<file path="src/rtl/dtip_pkg.sv">
package dtip_pkg;

  localparam logic [30:0] MOD_PRIME = 31'h7fff_ffff;
  localparam logic [7:0] CH_SPACE = 8'd32;
  localparam logic [7:0] CH_MINUS = 8'd45;
  localparam logic [7:0] CH_POINT = 8'd46;
  localparam logic [7:0] CH_ZERO = 8'd48;
  localparam logic [7:0] CH_NINE = 8'd57;

  localparam logic [1:0] PH_LEAD = 2'd0;
  localparam logic [1:0] PH_INT = 2'd1;
  localparam logic [1:0] PH_FRAC = 2'd2;

  typedef struct packed {
    logic [7:0] char_code;
    logic       has_char;
    logic       last;
  } item_t;

  typedef struct packed {
    logic signed [31:0] value;
    logic               valid_res;
  } result_t;

endpackage

</file>
<file path="src/rtl/dtip_if.sv">
interface dtip_char_if;
  logic       valid;
  logic       ready;
  logic [7:0] char_code;
  logic       has_char;
  logic       last;

  modport source (output valid, output char_code, output has_char, output last, input ready);
  modport sink (input valid, input char_code, input has_char, input last, output ready);
endinterface

interface dtip_result_if;
  logic               valid;
  logic               ready;
  logic signed [31:0] value;
  logic               valid_res;

  modport source (output valid, output value, output valid_res, input ready);
  modport sink (input valid, input value, input valid_res, output ready);
endinterface

</file>
<file path="src/rtl/dtip_in_reg.sv">
module dtip_in_reg import dtip_pkg::*; (
  input  logic  clk,
  input  logic  rst,
  input  logic  in_valid,
  input  item_t in_item,
  output logic  in_ready,
  input  logic  go,
  output logic  s1_valid,
  output item_t s1_item
);

  // stage may refill whenever it is empty or moving on
  assign in_ready = go || !s1_valid;

  always_ff @(posedge clk) begin
    if (rst) begin
      s1_valid <= 1'b0;
    end else if (in_ready) begin
      s1_valid <= in_valid;
    end
  end

  always_ff @(posedge clk) begin
    if (in_ready && in_valid) begin
      s1_item <= in_item;
    end
  end

endmodule

</file>
<file path="src/rtl/dtip_core.sv">
module dtip_core import dtip_pkg::*; (
  input  logic    clk,
  input  logic    rst,
  input  logic    s1_valid,
  input  item_t   s1_item,
  output logic    go,
  output logic    out_valid,
  input  logic    out_ready,
  output result_t out_res
);

  logic [1:0]  phase, phase_next;
  logic        negative, negative_next;
  logic [30:0] acc, acc_next;
  logic        bad_line, bad_line_next;

  logic        is_digit;
  logic [7:0]  diff;
  logic [34:0] prod;
  logic [31:0] fold;
  logic [30:0] acc_add;
  logic        take;
  result_t     res_next;

  assign go = !(out_valid && !out_ready);
  assign take = s1_valid && go;

  // acc*10 + digit, then fold 2^31 back as 1 (mersenne)
  always_comb begin
    diff = s1_item.char_code - CH_ZERO;
    is_digit = s1_item.char_code inside {[CH_ZERO:CH_NINE]};
    prod = ({4'b0, acc} << 3) + ({4'b0, acc} << 1) + {31'b0, diff[3:0]};
    fold = {28'b0, prod[34:31]} + {1'b0, prod[30:0]};
    if (fold >= {1'b0, MOD_PRIME}) begin
      fold = fold - {1'b0, MOD_PRIME};
    end
    acc_add = fold[30:0];
  end

  always_comb begin
    phase_next = phase;
    negative_next = negative;
    acc_next = acc;
    bad_line_next = bad_line;
    if (s1_item.has_char && !bad_line) begin
      case (phase)
        PH_LEAD: begin
          if (s1_item.char_code == CH_SPACE) begin
            phase_next = PH_LEAD;
          end else if (s1_item.char_code == CH_MINUS) begin
            negative_next = 1'b1;
            phase_next = PH_INT;
          end else if (is_digit) begin
            acc_next = acc_add;
            phase_next = PH_INT;
          end else if (s1_item.char_code == CH_POINT) begin
            phase_next = PH_FRAC;
          end else begin
            bad_line_next = 1'b1;
          end
        end
        PH_INT: begin
          if (is_digit) begin
            acc_next = acc_add;
          end else if (s1_item.char_code == CH_POINT) begin
            phase_next = PH_FRAC;
          end else begin
            bad_line_next = 1'b1;
          end
        end
        default: begin
          if (s1_item.char_code != CH_ZERO) begin
            bad_line_next = 1'b1;
          end
        end
      endcase
    end
    if (bad_line_next) begin
      res_next.value = '0;
      res_next.valid_res = 1'b0;
    end else begin
      res_next.value = negative_next ? -$signed({1'b0, acc_next}) : $signed({1'b0, acc_next});
      res_next.valid_res = 1'b1;
    end
  end

  always_ff @(posedge clk) begin
    if (rst) begin
      phase <= PH_LEAD;
      negative <= 1'b0;
      acc <= '0;
      bad_line <= 1'b0;
      out_valid <= 1'b0;
    end else begin
      if (go) begin
        out_valid <= s1_valid && s1_item.last;
      end
      if (take) begin
        if (s1_item.last) begin
          phase <= PH_LEAD;
          negative <= 1'b0;
          acc <= '0;
          bad_line <= 1'b0;
        end else begin
          phase <= phase_next;
          negative <= negative_next;
          acc <= acc_next;
          bad_line <= bad_line_next;
        end
      end
    end
  end

  always_ff @(posedge clk) begin
    if (take && s1_item.last) begin
      out_res <= res_next;
    end
  end

endmodule

</file>
<file path="src/rtl/decimal_text_to_integer_parser.sv">
// channel   dir  payload                           transaction
// chars     in   char_code[7:0] has_char last      one character
// results   out  value[31:0] signed, valid_res     one line result
//
// one character per cycle while results are not stalled; the result is valid once the last
// character has passed the input register and the state/result register
// the multiply-by-ten with mersenne fold is combinational logic for each character
// rst is synchronous, active high, and clears the line state
// a waiting result holds both stages; the input stage still fills if empty
module decimal_text_to_integer_parser import dtip_pkg::*; (
  input logic             clk,
  input logic             rst,
  dtip_char_if.sink       chars,
  dtip_result_if.source   results
);

  item_t   in_item;
  item_t   s1_item;
  logic    s1_valid;
  logic    go;
  result_t out_res;

  assign in_item.char_code = chars.char_code;
  assign in_item.has_char = chars.has_char;
  assign in_item.last = chars.last;

  dtip_in_reg u_in_reg (
    .clk      (clk),
    .rst      (rst),
    .in_valid (chars.valid),
    .in_item  (in_item),
    .in_ready (chars.ready),
    .go       (go),
    .s1_valid (s1_valid),
    .s1_item  (s1_item)
  );

  dtip_core u_core (
    .clk       (clk),
    .rst       (rst),
    .s1_valid  (s1_valid),
    .s1_item   (s1_item),
    .go        (go),
    .out_valid (results.valid),
    .out_ready (results.ready),
    .out_res   (out_res)
  );

  assign results.value = out_res.value;
  assign results.valid_res = out_res.valid_res;

endmodule

</file>
<file path="src/flat_wrapper.sv">
// flat-port wrapper written by rule: the top's interface ports become plain ports
module decimal_text_to_integer_parser_flat import dtip_pkg::*;
  (clk, rst, chars_valid, chars_char_code, chars_has_char, chars_last, chars_ready, results_valid, results_value, results_valid_res, results_ready);
  dtip_char_if chars_i ();
  dtip_result_if results_i ();
  input logic clk;
  input logic rst;
  input wire logic [$bits(chars_i.valid)-1:0] chars_valid;
  input wire logic [$bits(chars_i.char_code)-1:0] chars_char_code;
  input wire logic [$bits(chars_i.has_char)-1:0] chars_has_char;
  input wire logic [$bits(chars_i.last)-1:0] chars_last;
  output wire logic [$bits(chars_i.ready)-1:0] chars_ready;
  output wire logic [$bits(results_i.valid)-1:0] results_valid;
  output wire logic [$bits(results_i.value)-1:0] results_value;
  output wire logic [$bits(results_i.valid_res)-1:0] results_valid_res;
  input wire logic [$bits(results_i.ready)-1:0] results_ready;
  assign chars_i.valid = chars_valid;
  assign chars_i.char_code = chars_char_code;
  assign chars_i.has_char = chars_has_char;
  assign chars_i.last = chars_last;
  assign chars_ready = chars_i.ready;
  assign results_valid = results_i.valid;
  assign results_value = results_i.value;
  assign results_valid_res = results_i.valid_res;
  assign results_i.ready = results_ready;
  decimal_text_to_integer_parser u_core (.clk(clk), .rst(rst), .chars(chars_i), .results(results_i));
endmodule
</file>
<file path="config.mk">
export PLATFORM = sky130hd
export DESIGN_NAME = decimal_text_to_integer_parser_flat
export DESIGN_NICKNAME = d
export VERILOG_FILES = /design/src/rtl/dtip_pkg.sv /design/src/rtl/dtip_if.sv /design/src/rtl/dtip_in_reg.sv /design/src/rtl/dtip_core.sv /design/src/rtl/decimal_text_to_integer_parser.sv /design/src/flat_wrapper.sv
export SDC_FILE = /design/constraint.sdc
export NUM_CORES = 1
export LEC_CHECK = 0
export ABC_AREA = 0
export BUFFER_PORTS_ARGS = -buffer_cell sky130_fd_sc_hd__buf_2
export CORE_ASPECT_RATIO = 1.25
export CORE_MARGIN = 2
export CORE_UTILIZATION = 40
export DETAILED_ROUTE_END_ITERATION = 6
export PLACE_DENSITY_LB_ADDON = 0.1
export REMOVE_ABC_BUFFERS = 1
export SLEW_MARGIN = 5
export SYNTH_ARGS = -nofsm -noshare
export SYNTH_HDL_FRONTEND = slang
export SYNTH_SLANG_ARGS = --single-unit
</file>
<file path="constraint.sdc">
create_clock -name clk -period 9.95 [get_ports clk]
set_input_delay 0 -clock clk [delete_from_list [all_inputs] [get_ports clk]]
set_output_delay 0 -clock clk [all_outputs]
set_load 0.02 [all_outputs]
</file>
* Word-level counts from Yosys, hierarchy flattened
Cells that the tools add are included.
Storage, ports and cells: input port bits 14, register bits 80, word-level logic and storage cells 75
Cells by class: reductions and logical operators 17, muxes and demuxes 30, bitwise gates (word level) 1, order comparisons 3, eq/ne operators 6, add/sub/neg operators 6
Operators with widths (count):
- 31-bit 2-to-1 mux | 7
- 31-bit case mux with 2 select lines | 1
- 34-bit by 32-bit adder with 35-bit output | 1
- 35-bit by 4-bit adder with 35-bit output | 1
- 4-bit by 31-bit adder with 32-bit output | 1
- 32-bit by 31-bit >= comparator with 1-bit output (second input constant) | 1
- 31-bit negation with 32-bit output | 1
- 31-bit subtractor (second input constant) | 1
- 8-bit by 6-bit == test with 1-bit output (second input constant) | 3
- 2-bit 2-to-1 mux | 7
- 1-bit 2-to-1 mux | 13
- 8-bit by 6-bit >= comparator with 1-bit output (second input constant) | 1
- 8-bit by 6-bit less-or-equal comparator with 1-bit output (second input constant) | 1
- 8-bit by 6-bit != test with 1-bit output (second input constant) | 1
- 1-bit logical AND | 7
- 1-bit zero test | 4
- 2-bit case mux with 2 select lines | 1
- 4-bit AND reduction | 1
- 4-bit by 1-bit subtractor with 4-bit output (second input constant) | 1
- 3-bit by 2-bit != test with 1-bit output (second input constant) | 1
- 3-bit nonzero test | 1
- 2-bit by 1-bit == test with 1-bit output (second input constant) | 1
- 2-bit zero test | 1
- 1-bit case mux with 2 select lines | 1
- other kinds (4) | 4

* Depth between registers and ports, before layout
Gate-level depths: netlist (run 1).
word-level depth 12, depth in mapped cells 35, gate-level depth less buffers 32

* Modules after synthesis
From an unflattened synthesis (run 1), not the netlist that was laid out.
Second synthesis, totals: cells, all modules 1105, area total of the unflattened synthesis 8668.3 µm²
Modules (own cells, without submodules):
- dtip_core | times used 1, area an instance 8313.0 µm², cells each 1090, seq. area each 1711.6 µm²
- dtip_in_reg | times used 1, area an instance 355.3 µm², cells each 15, seq. area each 320.3 µm²

* Worst setup path after synthesis (run 1)
OpenSTA, ideal clock, no wires.
path kind flip-flop to flip-flop, from register u_core.u_in_reg.s1_item[5] (netlist name), to register u_core.u_core.out_res[17] (netlist name), setup time 0.266 ns, slack 1.734 ns, buffers on the path 2, cell stages (with the launch flop) 35, data required time 9.684 ns, data arrival time 7.950 ns, cells stage by stage edfxtp_1 inv_1 fa_1 inv_1 fa_1 a21o_1 a221oi_4 o211ai_4 a211oi_4 o31ai_4 a21oi_1 o21bai_1 a21oi_1 o21bai_1 xor2_1 inv_1 fa_1 nand2b_1 a21oi_1 and3_1 and4_1 clkbuf_1 nand4_1 and2_1 nor4_1 a21o_1 nand2_1 a2111oi_1 a211oi_1 ha_1 and3_2 buf_6 a41oi_1 xnor2_1 nor2_1
Between the ends: cells in the longest elaborated chain, start to end 12, elaborated cells on any way between the ends 31, classes of those cells add/sub (5); order compare (3); eq/ne (4); mux (18); reduce/logical (1)
Ends and longest elaborated chain:
- 4-bit by 1-bit subtractor with 4-bit output | RTL line dtip_core.sv:30 | diff = s1_item.char_code - CH_ZERO;
- 35-bit by 4-bit adder with 35-bit output | RTL line dtip_core.sv:32 | prod = ({4'b0, acc} << 3) + ({4'b0, acc} << 1) + {31'b0, diff[3:0]};
- 4-bit by 31-bit adder with 32-bit output | RTL line dtip_core.sv:33 | fold = {28'b0, prod[34:31]} + {1'b0, prod[30:0]};
- 31-bit subtractor / 32-bit by 31-bit >= comparator with 1-bit output (equally long branches) | RTL line dtip_core.sv:35, dtip_core.sv:34
- 31-bit 2-to-1 mux | RTL line dtip_core.sv:34 | if (fold >= {1'b0, MOD_PRIME}) begin
- 31-bit 2-to-1 mux | RTL line dtip_core.sv:53, dtip_core.sv:63
- 31-bit 2-to-1 mux | RTL line dtip_core.sv:50 | end else if (s1_item.char_code == CH_MINUS) begin
- 31-bit 2-to-1 mux | RTL line dtip_core.sv:48 | if (s1_item.char_code == CH_SPACE) begin
- 31-bit case mux with 2 select lines | RTL line dtip_core.sv:46 | case (phase)
- 31-bit 2-to-1 mux | RTL line dtip_core.sv:45 | if (s1_item.has_char && !bad_line) begin
- 31-bit negation with 32-bit output | RTL line dtip_core.sv:82 | res_next.value = negative_next ? -$signed({1'b0, acc_next}) : $signed({1'b0, acc_next});
- 31-bit 2-to-1 mux | RTL line dtip_core.sv:82
Several ways; a longest one is shown, not always the timed one. A chain may end at the register's enable or synchronous reset.

* Worst setup path after layout (run 1)
from register u_core.u_in_reg.s1_item[5] (netlist name), to register u_core.u_core.out_res[13] (netlist name)
Between the ends: cells in the longest elaborated chain, start to end 12, elaborated cells on any way between the ends 31, classes of those cells add/sub (5); order compare (3); eq/ne (4); mux (18); reduce/logical (1)
Ends and longest elaborated chain (RTL line):
- 4-bit by 1-bit subtractor with 4-bit output | dtip_core.sv:30
- 35-bit by 4-bit adder with 35-bit output | dtip_core.sv:32
- 4-bit by 31-bit adder with 32-bit output | dtip_core.sv:33
- 31-bit subtractor / 32-bit by 31-bit >= comparator with 1-bit output (equally long branches) | dtip_core.sv:35, dtip_core.sv:34
- 31-bit 2-to-1 mux | dtip_core.sv:34
- 31-bit 2-to-1 mux | dtip_core.sv:53, dtip_core.sv:63
- 31-bit 2-to-1 mux | dtip_core.sv:50
- 31-bit 2-to-1 mux | dtip_core.sv:48
- 31-bit case mux with 2 select lines | dtip_core.sv:46
- 31-bit 2-to-1 mux | dtip_core.sv:45
- 31-bit negation with 32-bit output | dtip_core.sv:82
- 31-bit 2-to-1 mux | dtip_core.sv:82
Several ways; a longest one is shown, not always the timed one.

==> impl_metrics.py, run 1 <==
metrics = {
    "status": {
        "status": "finished, final reports clean",
    },
    "global_route": {
        "global_route_wire_length_before_repair_um": 42000,
        "grt_pass1_vias": 7625,
        "overflow": 0,
        "antenna_found_initial": 0,
        "grt_max_degree": 52,
        "grt_usage_pct": 24.3,
    },
    "clock_tree": {
        "clock_sinks": 80,
        "tritoncts_clock_tree": "yes",
        "clk-insertion-delay-late_ns": 0.34,
        "cts_made_buffers": 9,
        "cts.clk_slew.worst_paths_ns": 0.07,
        "cts.path.max_buffers": 2,
        "htreeDepth": 3,
        "cts_root_buf": "clkbuf_16",
    },
    "finish": {
        "finish.net_count": 1154,
        "area_delta_synth_final_pct": 10.6,
        "final_layout_size_suffix_gt1_share_pct": 10.5,
        "nFillCells": 2143,
        "multiInputGateArea_mm2": 0.00601,
        "mostFrequentLayoutCells": "nor2_1 (125), a21oi_1 (80), nand2_1 (71), ha_1 (67), xnor2_1 (53)",
        "ff_latch_area_mm2": 0.00203,
        "mostFrequentLayoutCell": "nor2_1",
        "antenna-diode-count": 0,
        "fin_area_mm2": 0.00923,
    },
    "critical_path": {
        "critical_path.max_fanout": 13,
        "crit-reg2reg-capture": "u_core.u_core.out_res[13]",
        "worstReg2RegStart": "u_core.u_in_reg.s1_item[5]",
        "r2r_cells": 32,
        "worst_path_most_repeated_cell": "a21oi_1",
        "reg2reg_setup_slack_ns": 0.68,
        "worst_ep_arrival_ns": 9.33,
        "worst_path_largest_cell_delay_ns": 0.56,
        "critPathSlowestCell": "nor4_1",
        "delay_heaviest_family_cp": "compound AO/OA/AOI/OAI gates",
        "cp_capture_type": "flop",
        "type_of_origin_of_the_critical_path": "flop",
        "crit_startpoint": "u_core.u_in_reg.s1_item[5]",
        "path_class": "reg2reg",
        "worstPathBufferInverterCount": 3,
        "cp_data_required_time_ns": 10.01,
    },
    "timing": {
        "final-setup-viol-count": 0,
        "fin_crit_sh_pct": 93.2,
        "maxSlewHeadroom_pct": 34.3,
        "rsz0062_at_grt": "false",
        "fin_tns_setup_ns": 0,
        "final.hold.worst_slack_ns": 0.210,
        "max_slew.worst_pin.slew_ns": 0.985,
        "timing.final.crit_period_ns": 9.27,
        "finClkSkew_ns": 0.00868,
        "slew_viol_final": 0,
        "max_clock_freq_mhz": 108,
        "final_hold_viol_count": 0,
    },
    "yosys": {
        "synth_edf_count": 43,
        "yosys_warnings": 0,
        "async_flop_share_pct": 0,
        "synth_cells": 1034,
        "synth-seq-area-share_pct": 24.3,
        "syn-cell-area_mm2": 0.00835,
        "netlist-cell-type-count": 91,
        "synth_ff_type": "edfxtp_1",
        "avgSynthCellArea_um2": 8.07,
        "ys_ff_latch": 80,
    },
    "routing": {
        "drt-initial-drc-count": 560,
        "detail_route.first_pass.iterations": 5,
        "detail_route.wl_per_cell_um": 19.9,
        "detailroute.via_count": 8168,
        "detail_route.drc_violations": 0,
        "post_drt_via_cell_ratio": 6.05,
        "detail-route-antenna-nets": 0,
        "postRouteWirelength_um": 26800,
    },
    "power": {
        "p_leak_uw": 0.00354,
        "p_per_area_mw_per_mm2": 77.5,
        "peakVddDrop_uv": 93.5,
    },
    "floorplan": {
        "placement_rows": 59,
        "pin_count": 49,
        "start_util_pct": 40.4,
        "die_area_mm2": 0.0220,
        "die_height_um": 166,
        "core_area_mm2": 0.0207,
        "dieWidth_um": 133,
    },
    "placed_design": {
        "detailedPlacementHpwl_um": 21400,
        "port_buffer_count": 48,
        "placedInstanceArea_mm2": 0.00881,
        "globalplace.congestion": 0.948,
    },
    "min_path": {
        "min-delay-start": "rst",
        "hold_path_end": "u_core.u_core.phase[0]",
        "holdPathStages": 2,
        "hp-class": "in2reg",
    },
    "run": {
        "timing.max_cap.violations": 0,
    },
}
==> how the worst max path moves through the flow <==
stage,end,slack [ns],depth (start not counted)
after floorplan,u_core.u_core.out_res[27],1.83,32
after global placement,u_core.u_core.out_res[30],0.71,31
after detailed placement,u_core.u_core.out_res[30],0.58,31
after CTS,u_core.u_core.out_res[30],0.57,31
after global routing,u_core.u_core.out_res[13],0.01,32
final,u_core.u_core.out_res[13],0.68,32
==> final cells by class <==
class,count,area share (%)
Clock buffer,9,2.44
Clock inverter,7,0.583
Inverter,25,1.02
Multi-Input combinational cell,879,65.1
Sequential cell,80,22.0
Tap cell,274,3.71
Timing Repair Buffer,75,5.15
==> per-layer routing <==
layer,GRT usage (%),wire (µm),vias to the layer above
met1,31.8,11900,3861
met2,41.5,12800,243
met5,0,0,-
met3,1.40,1070,53
met4,10.9,1120,0
li1,-,-,4011
==> repair_timing <==
| action | in CTS | in global routing |
|---|---|---|
| setup buffers | 0 | 1 |
| endpoints found under the hold margin | 12 | 0 |
| resized for setup | 0 | 2 |
| hold buffers | 13 | 0 |
| endpoints found under the setup margin | 0 | 21 |
==> power by group <==
group          leakage [µW]  internal (µW)  switching, µW
Combinational       0.00265           14.5           30.8
Clock              0.000128            171            146
Sequential         0.000760            351           2.95
Total               0.00354            536            180
==> sequential cells by signal (all words and copies together) (netlist names) <==
name,count
u_core.u_core.out_valid,1
u_core.u_in_reg.s1_valid,1
u_core.u_in_reg.s1_item,10
u_core.u_core.out_res,33
u_core.u_core.bad_line,1
u_core.u_core.phase,2
u_core.u_core.acc,31
u_core.u_core.negative,1
==> per-stage QoR <==
step	std cells	util (%)	total power, µW	setup WS, ns
2_1_floorplan	984	-	385	1.83
5_1_grt	1349	44.7	740	0.0108
3_3_place_gp	1319	42.6	402	0.706
3_5_place_dp	1319	42.6	403	0.575
6_report	1349	44.7	716	0.681
4_1_cts	1348	44.6	723	0.565
==> cell families (layout without fill, tap and decap cells) <==
family / after synthesis / count (layout) / synth area share [%]
AND/OR/NAND/NOR: 404 / 404 / 25.0
AO/OA/AOI/OAI: 318 / 318 / 26.8
XOR/XNOR: 80 / 80 / 8.39
flip-flops: 80 / 80 / 24.3
buffers and inverters: 75 / 116 / 3.84
adder cells (fa/ha/maj): 70 / 70 / 10.8
multiplexers: 7 / 7 / 0.854
==> cell usage after synthesis (all sizes together) (4+ instances only) <==
library cell  number  area (µm²)
nor2             127         479
a21oi             82         418
nand2             71         267
ha                67         838
o21ai             54         270
xnor2             53         464
edfxtp            43        1290
nor3              38         195
dfxtp             37         741
clkbuf            35         131
a22oi             28         215
xor2              27         236
nand3             26         130
inv               25        93.8
a31oi             22         138
and2              22         138
nand4             22         144
and3              18         119
a21o              17         128
nor4              16         121
buf               15        95.1
a211oi            14         118
or3               14        92.6
o211ai            12         104
and4               9        78.8
o21bai             9        67.6
o31ai              9        95.1
or4                9        71.3
a2111oi            8         109
mux2i              6        60.1
a221oi             5        61.3
a22o               5        43.8
a41oi              5        43.8
nand2b             5        31.3
nor3b              5        37.5
o21a               5        37.5
nand4b             4        35.0
nor2b              4        25.0
o2111ai            4        41.3
o22ai              4        25.0
or2                4        25.0
Power figures use the tool's default switching activity.
==> run 2, diff against run 1 <==
--- a/config.mk
+++ b/config.mk
@@ -7,7 +7,7 @@
 export LEC_CHECK = 0
 export ABC_AREA = 0
 export BUFFER_PORTS_ARGS = -buffer_cell sky130_fd_sc_hd__buf_2
-export CORE_ASPECT_RATIO = 1.25
+export CORE_ASPECT_RATIO = 0.6
 export CORE_MARGIN = 2
 export CORE_UTILIZATION = 40
 export DETAILED_ROUTE_END_ITERATION = 6
==> run 2 against run 1 <==
  * Sequential power barely moved
  * Clock skew down 0.0017 ns
  * Design area grew 0.96%
  * Fmax fell by 1.7%
  * Flip-flop and latch count unchanged
  * Critical path type unchanged
  * Largest power group unchanged
==> impl_metrics.py, run 2 (synthesis gave the netlist of run 1 again) <==
metrics = {
    "clock_tree": {
        "clk-insertion-delay-late_ns": 0.34,
        "cts_made_buffers": 9,
        "cts.clk_slew.worst_paths_ns": 0.06,
        "htreeDepth": 3,
        "tritoncts_clock_tree": "yes",
        "clock_sinks": 80,
        "cts.path.max_buffers": 2,
        "cts_root_buf": "clkbuf_16",
    },
    "routing": {
        "post_drt_via_cell_ratio": 6.14,
        "detail-route-antenna-nets": 0,
        "drt-initial-drc-count": 931,
        "detailroute.via_count": 8309,
        "postRouteWirelength_um": 28700,
        "detail_route.drc_violations": 0,
        "detail_route.wl_per_cell_um": 21.2,
        "detail_route.first_pass.iterations": 5,
    },
    "timing": {
        "fin_crit_sh_pct": 94.7,
        "final_hold_viol_count": 0,
        "slew_viol_final": 0,
        "fin_ws_ns": 0.524,
        "max_slew.worst_pin.slew_ns": 1.15,
        "timing.final.crit_period_ns": 9.43,
        "maxSlewHeadroom_pct": 23.1,
        "max_clock_freq_mhz": 106,
        "fin_tns_setup_ns": 0,
        "finClkSkew_ns": 0.00700,
        "rsz0062_at_grt": "false",
        "final-setup-viol-count": 0,
    },
    "finish": {
        "finish.net_count": 1159,
        "largest_register_ffs": 33,
        "ff_latch_area_mm2": 0.00203,
        "final_layout_size_suffix_gt1_share_pct": 11.3,
        "nFillCells": 2052,
        "area_delta_synth_final_pct": 11.7,
        "top_register": "u_core.u_core.out_res",
        "mostFrequentLayoutCells": "nor2_1 (124), a21oi_1 (80), nand2_1 (71), ha_1 (67), xnor2_1 (53)",
        "mostFrequentLayoutCell": "nor2_1",
        "layout.cells.non_filler": 1353,
        "multiInputGateArea_mm2": 0.00604,
        "fin_area_mm2": 0.00932,
        "reg.largest.list": "u_core.u_core.out_res x33, u_core.u_core.acc x31, u_core.u_in_reg.s1_item x10",
        "antenna-diode-count": 0,
    },
    "critical_path": {
        "critPathSlowestCell": "fa_1",
        "path_class": "reg2reg",
        "worst_ep_arrival_ns": 9.50,
        "type_of_origin_of_the_critical_path": "flop",
        "cp_data_required_time_ns": 10.03,
        "r2r_cells": 33,
        "critical_path.max_fanout": 13,
        "worst_path_largest_cell_delay_ns": 0.53,
        "cp_capture_type": "flop",
        "worst_path_most_repeated_cell": "a21oi_1",
    },
    "global_route": {
        "global_route_wire_length_before_repair_um": 43900,
        "antenna_found_initial": 0,
        "grt_max_degree": 52,
        "grt_pass1_vias": 7284,
        "overflow": 0,
        "grt_usage_pct": 25.9,
    },
    "power": {
        "peakVddDrop_uv": 82.8,
        "share_seq_of_total_power_pct": 48.5,
        "clock_power_share_pct": 45.0,
        "p_switching_uw": 172,
        "p_per_area_mw_per_mm2": 78.4,
        "p_int_uw": 559,
        "power_switching_share_pct": 23.5,
        "pwr-share-comb_pct": 6.5,
        "p_leak_uw": 0.00361,
    },
    "floorplan": {
        "dieWidth_um": 191,
        "pin_count": 49,
        "die_height_um": 116,
        "core_area_mm2": 0.0202,
        "placement_rows": 40,
        "die_area_mm2": 0.0221,
        "start_util_pct": 41.3,
    },
    "placed_design": {
        "globalplace.congestion": 1.05,
        "placedInstanceArea_mm2": 0.00885,
        "dp.cells": 1323,
        "detailedPlacementHpwl_um": 22700,
        "port_buffer_count": 48,
        "pre_cts_ws_ns": 0.366,
    },
    "min_path": {
        "hp-class": "in2reg",
        "holdPathStages": 2,
    },
    "run": {
        "timing.max_cap.violations": 0,
    },
    "status": {
        "status": "finished, final reports clean",
    },
}
## run 2: worst paths after layout
check                                  start                   endpoint  slack [ns]
setup / recovery  u_core.u_in_reg.s1_item[5]  u_core.u_core.out_res[17]        0.52
hold / removal                           rst       u_core.u_core.acc[4]        0.23
setup reg to reg  u_core.u_in_reg.s1_item[5]  u_core.u_core.out_res[17]        0.52
hold reg to reg       u_core.u_core.bad_line     u_core.u_core.bad_line        0.53
## run 2: stage by stage
step / utilization, % / power, µW / hold slack, ns
after floorplan: - / 385 / 0.0691
after global placement: 43.8 / 404 / 0.176
after detailed placement: 43.8 / 404 / 0.178
after CTS: 45.8 / 735 / 0.218
after global routing: 46.1 / 753 / 0.252
final: 46.1 / 731 / 0.226
## run 2: power groups by stage
stage,logic (µW),clock network [µW],registers [µW]
after floorplan,23.0,0,362
after detailed placement,42.6,0,362
after global routing,51.9,346,355
final,47.7,329,354
after CTS,46.3,334,354
after global placement,42.3,0,362
## run 2: final cells by class
type	instances	share of cell area, %
multi-input cells	879	64.8
flip-flops and latches	80	21.8
repair buffers	80	5.61
well taps	273	3.66
clock buffers	10	2.46
inverters	25	1.01
clock inverters	6	0.631
## run 2: routing by layer
layer / part of all wire [%] / up-vias / global-route usage (%)
met5: 0 / - / 0
met4: 0.59 / 0 / 2.43
met3: 10 / 14 / 7.15
met2: 36 / 363 / 33.0
met1: 53 / 3908 / 42.7
li1: - / 4024 / -
## run 2: critical path: cells and delay by family (launching register included)
family	cells	cell delay [ns]
AO/OA/AOI/OAI	15	3.64
AND/OR/NAND/NOR	8	2.28
adder cells (fa/ha/maj)	4	1.79
XOR/XNOR	2	0.53
buffers and inverters	4	0.48
flip-flops	1	0.42
## run 2: timing repair
item | 4_1_cts | 5_1_grt
endpoints found under the setup margin | 0 | 31
endpoints found under the hold margin | 12 | 0
hold buffers | 12 | 0
setup buffers | 0 | 2
resized for setup | 0 | 8
